`config.mk`:
```
export PLATFORM = sky130hd
export DESIGN_NAME = stuffed_frame_decoder
export DESIGN_NICKNAME = d
export VERILOG_FILES = /design/src/hdl/sfd_pkg.sv /design/src/hdl/stuffed_frame_decoder.sv /design/src/hdl/sfd_fifo.sv /design/src/hdl/sfd_front.sv /design/src/hdl/sfd_back.sv
export VERILOG_INCLUDE_DIRS = /design/src /design/src/hdl
export SDC_FILE = /design/constraint.sdc
export NUM_CORES = 1
export LEC_CHECK = 0
export BUFFER_PORTS_ARGS = -buffer_cell sky130_fd_sc_hd__buf_2
export CORE_MARGIN = 10
export CORE_UTILIZATION = 51
export CTS_CLUSTER_DIAMETER = 40
export DETAILED_ROUTE_END_ITERATION = 6
export GPL_ROUTABILITY_DRIVEN = 0
export PLACE_DENSITY = 0.74
export SYNTH_ARGS = -nofsm -noshare
export SYNTH_HDL_FRONTEND = slang
export SYNTH_SLANG_ARGS = --single-unit
```
`constraint.sdc`:
```
create_clock -name clock -period 8.3 [get_ports clock]
set_clock_uncertainty 0.1 [all_clocks]
set_input_delay 0.415 -clock clock [delete_from_list [all_inputs] [get_ports clock]]
set_output_delay 0.415 -clock clock [all_outputs]
set_load 0.02 [all_outputs]
```
`src/hdl/assert_macros.svh`:
```
// ----------------------------------------------------------------------------
// assert_macros.svh
// Assertion helper macros for the stuffed frame decoder.
// The SYNTH branch leaves every macro empty.
// ----------------------------------------------------------------------------
`ifndef ASSERT_MACROS_SVH
`define ASSERT_MACROS_SVH

`ifndef SYNTH

// property must hold at every edge outside reset
`define SFD_ASSERT(lbl, clk, rst, prop, msg) \
   lbl: assert property (@(posedge clk) disable iff (rst) (prop)) else $error(msg);

// antecedent in one cycle implies consequent in the next
`define SFD_ASSERT_NEXT(lbl, clk, rst, ante, cons, msg) \
   lbl: assert property (@(posedge clk) disable iff (rst) (ante) |=> (cons)) else $error(msg);

`else

`define SFD_ASSERT(lbl, clk, rst, prop, msg)
`define SFD_ASSERT_NEXT(lbl, clk, rst, ante, cons, msg)

`endif

`endif

```
`src/hdl/sfd_pkg.sv`:
```
// ----------------------------------------------------------------------------
// sfd_pkg
// Shared types and constants for the stuffed frame decoder.
// ----------------------------------------------------------------------------
package sfd_pkg;

   // data widths
   localparam int BYTE_W   = 8;
   localparam int STATUS_W = 3;
   localparam int LEN_W    = 9;
   localparam int CSR_IDX_W = 2;

   // default limits and queue depths
   localparam int MAX_LEN_DEFAULT = 256;
   localparam int TOK_DEPTH       = 4;
   localparam int RSP_DEPTH       = 4;

   // register indexes
   localparam logic [CSR_IDX_W-1:0] CSR_END_MARKER    = 2'd0;
   localparam logic [CSR_IDX_W-1:0] CSR_ESCAPE_MARKER = 2'd1;
   localparam logic [CSR_IDX_W-1:0] CSR_ESC_END_CODE  = 2'd2;

   // register reset values
   localparam logic [BYTE_W-1:0] END_MARKER_RST    = 8'hF0;
   localparam logic [BYTE_W-1:0] ESCAPE_MARKER_RST = 8'hF1;
   localparam logic [BYTE_W-1:0] ESC_END_CODE_RST  = 8'hF2;

   // frame status codes
   localparam logic [STATUS_W-1:0] ST_OK         = 3'd0;
   localparam logic [STATUS_W-1:0] ST_BAD_ESCAPE = 3'd1;
   localparam logic [STATUS_W-1:0] ST_DANGLING   = 3'd2;
   localparam logic [STATUS_W-1:0] ST_CHECKSUM   = 3'd3;
   localparam logic [STATUS_W-1:0] ST_TOO_LONG   = 3'd4;

   // token passed from front to back
   typedef enum logic [1:0] {
      TOK_DATA,
      TOK_BAD_ESC,
      TOK_END
   } tok_kind_type;

   typedef struct packed {
      tok_kind_type      kind;
      logic              dangling;
      logic [BYTE_W-1:0] data;
   } token_type;

   // result word
   typedef struct packed {
      logic [BYTE_W-1:0]   payload_byte;
      logic                frame_done;
      logic [STATUS_W-1:0] frame_status;
      logic [LEN_W-1:0]    payload_length;
   } rsp_type;

endpackage

```
`src/hdl/stuffed_frame_decoder.sv`:
```
// ----------------------------------------------------------------------------
// stuffed_frame_decoder
// Byte-stuffing deframer with an additive checksum, top level.
//
//   channel | ports                                   | handshake
//   --------+-----------------------------------------+---------------------
//   req     | req_rx_byte                             | push / full
//   rsp     | rsp_payload_byte, rsp_frame_done,       | empty / pop
//           | rsp_frame_status, rsp_payload_length    |
//   csr     | csr_index, csr_wdata                    | csr_valid / csr_ready
//
// One link byte per cycle is taken while full is low; the front classifies it in
// the cycle it is pushed and the back consumes one token per cycle from a 4-word
// queue while the result queue has room. Result words are registered in the result queue before rsp.
// Reset is synchronous; no clearing pass, csr_ready is always high.
// A stalled rsp side fills the result queue, then the token queue, then
// raises full.
// ----------------------------------------------------------------------------
module stuffed_frame_decoder #(
   parameter int MAX_LEN = sfd_pkg::MAX_LEN_DEFAULT
) (
   input  logic                          clock,
   input  logic                          reset,
   // input words
   input  logic                          push,
   output logic                          full,
   input  logic [sfd_pkg::BYTE_W-1:0]    req_rx_byte,
   // result words
   output logic                          empty,
   input  logic                          pop,
   output logic [sfd_pkg::BYTE_W-1:0]    rsp_payload_byte,
   output logic                          rsp_frame_done,
   output logic [sfd_pkg::STATUS_W-1:0]  rsp_frame_status,
   output logic [sfd_pkg::LEN_W-1:0]     rsp_payload_length,
   // configuration
   input  logic                          csr_valid,
   output logic                          csr_ready,
   input  logic [sfd_pkg::CSR_IDX_W-1:0] csr_index,
   input  logic [sfd_pkg::BYTE_W-1:0]    csr_wdata
);
   import sfd_pkg::*;

   localparam int TOK_W = $bits(token_type);
   localparam int RSP_W = $bits(rsp_type);

   logic      tok_push, tok_full, tok_pop, tok_empty;
   token_type tok_wr, tok_rd;
   logic      rsp_push, rsp_full;
   rsp_type   rsp_wr, rsp_rd;

   assign csr_ready = 1'b1;

   // front: markers and escape decode
   sfd_front u_front (
      .clock    (clock),
      .reset    (reset),
      .in_push  (push),
      .in_byte  (req_rx_byte),
      .csr_we   (csr_valid & csr_ready),
      .csr_idx  (csr_index),
      .csr_data (csr_wdata),
      .tok_full (tok_full),
      .tok_push (tok_push),
      .tok      (tok_wr)
   );

   assign full = tok_full;

   // token queue between front and back
   sfd_fifo #(
      .WIDTH (TOK_W),
      .DEPTH (TOK_DEPTH)
   ) u_tok_q (
      .clock     (clock),
      .reset     (reset),
      .push      (tok_push),
      .push_data (tok_wr),
      .full      (tok_full),
      .pop       (tok_pop),
      .pop_data  (tok_rd),
      .empty     (tok_empty)
   );

   // back: frame accounting
   sfd_back #(
      .MAX_LEN (MAX_LEN)
   ) u_back (
      .clock     (clock),
      .reset     (reset),
      .tok_empty (tok_empty),
      .tok       (tok_rd),
      .tok_pop   (tok_pop),
      .rsp_full  (rsp_full),
      .rsp_push  (rsp_push),
      .rsp       (rsp_wr)
   );

   // result queue
   sfd_fifo #(
      .WIDTH (RSP_W),
      .DEPTH (RSP_DEPTH)
   ) u_rsp_q (
      .clock     (clock),
      .reset     (reset),
      .push      (rsp_push),
      .push_data (rsp_wr),
      .full      (rsp_full),
      .pop       (pop),
      .pop_data  (rsp_rd),
      .empty     (empty)
   );

   assign rsp_payload_byte   = rsp_rd.payload_byte;
   assign rsp_frame_done     = rsp_rd.frame_done;
   assign rsp_frame_status   = rsp_rd.frame_status;
   assign rsp_payload_length = rsp_rd.payload_length;

endmodule

```
`src/hdl/sfd_fifo.sv`:
```
// ----------------------------------------------------------------------------
// sfd_fifo
// Small register queue with push/full and pop/empty sides.
// ----------------------------------------------------------------------------
module sfd_fifo #(
   parameter int WIDTH = 8,
   parameter int DEPTH = 4
) (
   input  logic             clock,
   input  logic             reset,
   input  logic             push,
   input  logic [WIDTH-1:0] push_data,
   output logic             full,
   input  logic             pop,
   output logic [WIDTH-1:0] pop_data,
   output logic             empty
);
   localparam int PTR_W = (DEPTH > 1) ? $clog2(DEPTH) : 1;
   localparam int CNT_W = $clog2(DEPTH + 1);

   logic [WIDTH-1:0] slot_ff [DEPTH];
   logic [PTR_W-1:0] wr_ptr_ff, wr_ptr_in;
   logic [PTR_W-1:0] rd_ptr_ff, rd_ptr_in;
   logic [CNT_W-1:0] count_ff, count_in;
   logic             do_push, do_pop;

   assign full     = (count_ff == CNT_W'(DEPTH));
   assign empty    = (count_ff == '0);
   assign do_push  = push & ~full;
   assign do_pop   = pop & ~empty;
   assign pop_data = slot_ff[rd_ptr_ff];

   // pointer and fill-count update with wrap
   always_comb begin
      wr_ptr_in = wr_ptr_ff;
      rd_ptr_in = rd_ptr_ff;
      count_in  = count_ff;
      if (do_push) begin
         wr_ptr_in = (wr_ptr_ff == PTR_W'(DEPTH - 1)) ? '0 : wr_ptr_ff + 1'b1;
      end
      if (do_pop) begin
         rd_ptr_in = (rd_ptr_ff == PTR_W'(DEPTH - 1)) ? '0 : rd_ptr_ff + 1'b1;
      end
      if (do_push & ~do_pop) begin
         count_in = count_ff + 1'b1;
      end else if (do_pop & ~do_push) begin
         count_in = count_ff - 1'b1;
      end
   end

   always_ff @(posedge clock) begin
      if (reset) begin
         wr_ptr_ff <= '0;
         rd_ptr_ff <= '0;
         count_ff  <= '0;
      end else begin
         wr_ptr_ff <= wr_ptr_in;
         rd_ptr_ff <= rd_ptr_in;
         count_ff  <= count_in;
      end
   end

   // storage, no reset needed
   always_ff @(posedge clock) begin
      if (do_push) begin
         slot_ff[wr_ptr_ff] <= push_data;
      end
   end

endmodule

```
`src/hdl/sfd_front.sv`:
```
// ----------------------------------------------------------------------------
// sfd_front
// Marker registers and escape tracking; turns link bytes into tokens.
// ----------------------------------------------------------------------------
module sfd_front (
   input  logic                          clock,
   input  logic                          reset,
   // link bytes
   input  logic                          in_push,
   input  logic [sfd_pkg::BYTE_W-1:0]    in_byte,
   // marker registers
   input  logic                          csr_we,
   input  logic [sfd_pkg::CSR_IDX_W-1:0] csr_idx,
   input  logic [sfd_pkg::BYTE_W-1:0]    csr_data,
   // token queue side
   input  logic                          tok_full,
   output logic                          tok_push,
   output sfd_pkg::token_type            tok
);
   import sfd_pkg::*;

   logic [BYTE_W-1:0] end_marker_ff;
   logic [BYTE_W-1:0] escape_marker_ff;
   logic [BYTE_W-1:0] esc_end_code_ff;
   logic              esc_pending_ff, esc_pending_in;
   logic              accept;
   logic              tok_valid;

   assign accept   = in_push & ~tok_full;
   assign tok_push = accept & tok_valid;

   // classify one byte: end, escape start, escape pair, or plain data
   always_comb begin
      esc_pending_in = esc_pending_ff;
      tok_valid      = 1'b0;
      tok.kind       = TOK_DATA;
      tok.dangling   = esc_pending_ff;
      tok.data       = in_byte;
      if (in_byte == end_marker_ff) begin
         tok_valid      = 1'b1;
         tok.kind       = TOK_END;
         esc_pending_in = 1'b0;
      end else if (!esc_pending_ff) begin
         if (in_byte == escape_marker_ff) begin
            esc_pending_in = 1'b1;
         end else begin
            tok_valid = 1'b1;
         end
      end else begin
         esc_pending_in = 1'b0;
         tok_valid      = 1'b1;
         if (in_byte == escape_marker_ff) begin
            tok.data = escape_marker_ff;
         end else if (in_byte == esc_end_code_ff) begin
            tok.data = end_marker_ff;
         end else begin
            tok.kind = TOK_BAD_ESC;
         end
      end
   end

   always_ff @(posedge clock) begin
      if (reset) begin
         esc_pending_ff <= 1'b0;
      end else if (accept) begin
         esc_pending_ff <= esc_pending_in;
      end
   end

   // marker registers
   always_ff @(posedge clock) begin
      if (reset) begin
         end_marker_ff    <= END_MARKER_RST;
         escape_marker_ff <= ESCAPE_MARKER_RST;
         esc_end_code_ff  <= ESC_END_CODE_RST;
      end else if (csr_we) begin
         case (csr_idx)
            CSR_END_MARKER:    end_marker_ff    <= csr_data;
            CSR_ESCAPE_MARKER: escape_marker_ff <= csr_data;
            CSR_ESC_END_CODE:  esc_end_code_ff  <= csr_data;
            default: ;
         endcase
      end
   end

endmodule

```
`src/hdl/sfd_back.sv`:
```
// ----------------------------------------------------------------------------
// sfd_back
// Frame accounting: held byte, checksum, length, error and frame-end word.
// ----------------------------------------------------------------------------
`include "assert_macros.svh"

module sfd_back #(
   parameter int MAX_LEN = sfd_pkg::MAX_LEN_DEFAULT
) (
   input  logic               clock,
   input  logic               reset,
   // token queue side
   input  logic               tok_empty,
   input  sfd_pkg::token_type tok,
   output logic               tok_pop,
   // result queue side
   input  logic               rsp_full,
   output logic               rsp_push,
   output sfd_pkg::rsp_type   rsp
);
   import sfd_pkg::*;

   localparam int CNT_W = $clog2(MAX_LEN + 2);
   localparam logic [CNT_W-1:0] CNT_SAT = CNT_W'(MAX_LEN + 1);

   logic [CNT_W-1:0]    count_ff, count_in;
   logic [BYTE_W-1:0]   sum_ff, sum_in;
   logic [BYTE_W-1:0]   held_ff, held_in;
   logic                held_valid_ff, held_valid_in;
   logic [STATUS_W-1:0] err_ff, err_in;
   logic [CNT_W-1:0]    len_raw;
   logic                tok_is_end;

   // one token per cycle while the result queue has room
   assign tok_pop    = ~tok_empty & ~rsp_full;
   assign tok_is_end = (tok.kind == TOK_END);
   assign len_raw    = (count_ff != '0) ? count_ff - 1'b1 : '0;

   always_comb begin
      count_in      = count_ff;
      sum_in        = sum_ff;
      held_in       = held_ff;
      held_valid_in = held_valid_ff;
      err_in        = err_ff;
      rsp_push      = 1'b0;
      rsp           = '0;
      if (tok_pop) begin
         case (tok.kind)
            TOK_DATA: begin
               if (err_ff != ST_OK) begin
                  // frame already failed: drop
               end else if (count_ff == CNT_SAT) begin
                  err_in = ST_TOO_LONG;
               end else begin
                  rsp.payload_byte = held_ff;
                  rsp_push         = held_valid_ff;
                  held_in          = tok.data;
                  held_valid_in    = 1'b1;
                  sum_in           = sum_ff + tok.data;
                  count_in         = count_ff + 1'b1;
               end
            end
            TOK_BAD_ESC: begin
               if (err_ff == ST_OK) begin
                  err_in = ST_BAD_ESCAPE;
               end
            end
            TOK_END: begin
               // frame-end word unless the frame was empty
               rsp_push = (count_ff != '0) | tok.dangling | (err_ff != ST_OK);
               rsp.frame_done     = 1'b1;
               rsp.payload_length = LEN_W'(len_raw);
               if (err_ff != ST_OK) begin
                  rsp.frame_status = err_ff;
               end else if (tok.dangling) begin
                  rsp.frame_status = ST_DANGLING;
               end else if (sum_ff != '0) begin
                  rsp.frame_status = ST_CHECKSUM;
               end else begin
                  rsp.frame_status = ST_OK;
               end
               count_in      = '0;
               sum_in        = '0;
               held_in       = '0;
               held_valid_in = 1'b0;
               err_in        = ST_OK;
            end
            default: ;
         endcase
      end
   end

   always_ff @(posedge clock) begin
      if (reset) begin
         count_ff      <= '0;
         sum_ff        <= '0;
         held_ff       <= '0;
         held_valid_ff <= 1'b0;
         err_ff        <= ST_OK;
      end else begin
         count_ff      <= count_in;
         sum_ff        <= sum_in;
         held_ff       <= held_in;
         held_valid_ff <= held_valid_in;
         err_ff        <= err_in;
      end
   end

   // checks
   `SFD_ASSERT(a_count_sat, clock, reset, count_ff <= CNT_SAT, "byte count passed saturation")
   `SFD_ASSERT(a_held_count, clock, reset, held_valid_ff == (count_ff != '0), "held flag out of step with count")
   `SFD_ASSERT_NEXT(a_err_sticky, clock, reset, (err_ff != ST_OK) && !(tok_pop && tok_is_end), $stable(err_ff) && $stable(count_ff), "error or count moved inside failed frame")
   `SFD_ASSERT(a_push_room, clock, reset, !(rsp_push && rsp_full), "result pushed into full queue")

endmodule

```
==> flow_summary.toml <==
[global_routing]
grt_max_degree = 73
grt_pass1_vias = 5539
overflow = 0
grt_pass1_wl_um = 28000
antenna_found_initial = 0
track_usage = 0.154

[timing]
period_needed_ns = 4.65
hold_viol = 0
drv_slew = 0
worst_pin_slew_ns = 1.09
whs_ns = 0.123
fmax_mhz = 215
rsz0062_at_grt = "no"
relSlewSlack = 0.270
setup_violations = 0
finalCritPeriodShare = 0.560
final.setup.tns_ns = 0

[clock_tree]
clkSlewWorstSetupHoldPaths_ns = 0.07
postCtsHoldBufs = 0
clockBufferDepth = 2
cts_resized = 0
cts-root-buf = "clkbuf_16"
clock_sinks = 199
cts_tree = "yes"
worstSkewPairLatency_ns = 0.43
htreeDepth = 4
cts_made_buffers = 17
postCtsSetupRepairBufs = 0

[setup_path]
crit_fanout = 12
cp.required_ns = 8.56
path_class = "reg -> reg"
critPathCaptureType = "flop"
startpoint_type = "flop"
cp_data_arrival_time_ns = 4.91

[finish]
fin_area_sq_um = 9790
drive_gt1_frac = 0.180
syn2layout_area_growth_pct = 10.7
multiInputGateArea_sq_um = 3350
diodes = 0
finalNetCount = 762
fillers = 1363
seq_area_sq_um = 5270

[route]
drc = 0
first_pass_iters = 5
drt-total-wl_um = 17100
viasPerCell = 5.70
highest_layer = "met4"
routed-wl-met3_um = 784
met1Wirelength_um = 7110
wl_per_cell_um = 18.0
wl_met2_um = 8890
vias = 5393
ant_nets = 0
drt-initial-drc-count = 315

[synth]
synth-edff-count = 128
async_reset_ff_frac = 0
ys.flop_type = "edfxtp_1"
yosysSeqAreaShare = 0.596
netlist_area_sq_um = 8840
synth.avg_cell_area_sq_um = 13.2
yosysWarnings = 0
netlist_instances = 671
synth_cell_types = 64
synth_fp_nets = 725
ys_seq_elements = 199

[placement]
portBuffers = 45
post-dp-hpwl_um = 11900
dpl_cell_area_sq_um = 9230

[run]
maxCapViolations = 0

[pwr]
comb_power_share = 0.327
power.leakage_nw = 3.56
p_int_mw = 2.00
total_power_mw = 3.08
powerDensity_nw_per_um2 = 315
seqPwrFrac = 0.421
p_sw_frac = 0.350
p_sw_mw = 1.08
clkPwrFrac = 0.252
max-vdd-ir-drop_uv = 214

[die]
io_pins = 47
dieWidth_um = 152
row_count = 48
core_sq_um = 17100
start_util = 0.516
die_h_um = 152
dieArea_sq_um = 23000

[worst_hold_path]
hp-class = "in -> reg"

[outcome]
status = "finished, final reports clean"
[Yosys cell counts (6+ instances only)]
cell type / count / area share
mux2i_1: 11 / 0.012
inv_1: 20 / 0.0085
o22ai_1: 8 / 0.0057
nand2b_1: 7 / 0.0050
a21oi_1: 35 / 0.020
or3_1: 6 / 0.0042
edfxtp_1: 128 / 0.44
nand3b_1: 13 / 0.011
mux4_2: 32 / 0.082
clkbuf_1: 16 / 0.0068
nand3_1: 21 / 0.012
ha_1: 28 / 0.040
dfxtp_1: 71 / 0.16
xnor2_1: 13 / 0.013
nor4_1: 7 / 0.0050
xor2_1: 24 / 0.024
o21ai_0: 8 / 0.0045
nand2_1: 62 / 0.026
a2bb2oi_1: 8 / 0.0079
and3_2: 9 / 0.0076
and2_1: 9 / 0.0064
nor2_1: 39 / 0.017
buf_2: 10 / 0.0057
nor3_1: 11 / 0.0062
[critical path, stage by stage (launching register included)]
cell       delay, ns
dfxtp_1         0.78
mux4_2          0.64
inv_1           0.11
ha_1            0.20
inv_1           0.08
a2111oi_2       0.85
nand2_1         0.11
o22a_1          0.29
inv_1           0.14
ha_1            0.21
inv_1           0.06
fa_1            0.37
xor2_1          0.18
or3_1           0.31
a21oi_1         0.14
[stage by stage]
step	cells	utilization	worst slack, ns
floorplan	671	-	4.52
global placement	914	0.539	3.85
detailed placement	914	0.539	3.66
CTS	946	0.572	3.63
global route	946	0.572	3.25
finish	946	0.572	3.65
[placed cells by master, fill, tap and decap left out, types with 13 or more instances in the layout]
master / n
edfxtp_1: 128
dfxtp_1: 71
nand2_1: 62
buf_2: 45
nor2_1: 39
a21oi_1: 35
mux4_2: 32
ha_1: 28
xor2_1: 24
nand3_1: 21
inv_1: 20
clkbuf_16: 17
xnor2_1: 13
nand3b_1: 13
[flip-flops by register name, indices dropped and copies added, names as in the netlist, named ones only]
register                  flops
u_front.esc_end_code_ff       8
u_rsp_q.rd_ptr_ff             2
u_front.escape_marker_ff      8
u_back.held_valid_ff          1
u_rsp_q.count_ff              3
u_tok_q.slot_ff              44
u_back.err_ff                 2
u_front.end_marker_ff         8
u_rsp_q.wr_ptr_ff             2
u_tok_q.count_ff              3
u_back.count_ff               9
u_front.esc_pending_ff        1
u_tok_q.wr_ptr_ff             2
u_back.held_ff                8
u_back.sum_ff                 8
u_rsp_q.slot_ff              84
u_tok_q.rd_ptr_ff             2
[power groups by stage]
stage | clock network (mW) | logic [mW] | registers [mW]
2_1_floorplan | 0 | 0.809 | 1.27
3_3_place_gp | 0 | 0.971 | 1.31
3_5_place_dp | 0 | 1.01 | 1.32
4_1_cts | 0.787 | 1.01 | 1.30
5_1_grt | 0.836 | 1.11 | 1.32
6_report | 0.776 | 1.01 | 1.30
[kinds of logic (layout without fill, tap and decap cells)]
kind of cell,Yosys count,in the layout,share of synthesized area
buffers and inverters,51,101,0.0248
and+or+nand+nor,208,208,0.123
other,1,1,0.000424
DFF,199,199,0.596
adders and majority gates,31,31,0.0464
xor gates and xnor gates,37,37,0.0367
AOI/OAI and AO/OA,99,99,0.0758
muxes,45,45,0.0970
[cell type report]
type                            count  area share
Inverter                           20     0.00767
Timing Repair Buffer               49      0.0261
Sequential cell                   199       0.538
Multi-Input combinational cell    421       0.343
Clock inverter                     15      0.0134
Tap cell                          225      0.0288
Clock buffer                       17      0.0435
[worst paths after layout]
kind | from | endpoint | slack [ns] | cells past startpoint
setup reg to reg | flop | u_rsp_q.count_ff[2] | 3.65 | 14
hold / removal | csr_wdata[6] | u_front.end_marker_ff[6] | 0.12 | 2
setup / recovery | flop | u_rsp_q.count_ff[2] | 3.65 | 14
hold reg to reg | u_back.held_ff[5] | u_back.held_ff[5] | 0.35 | 2
[metal layers]
metal | up-vias | global-route usage
li1 | 2573 | -
met1 | 2670 | 0.183
met2 | 124 | 0.269
met3 | 26 | 0.0339
met4 | 0 | 0.0539
met5 | - | 0
Power figures use the tool's default switching activity.
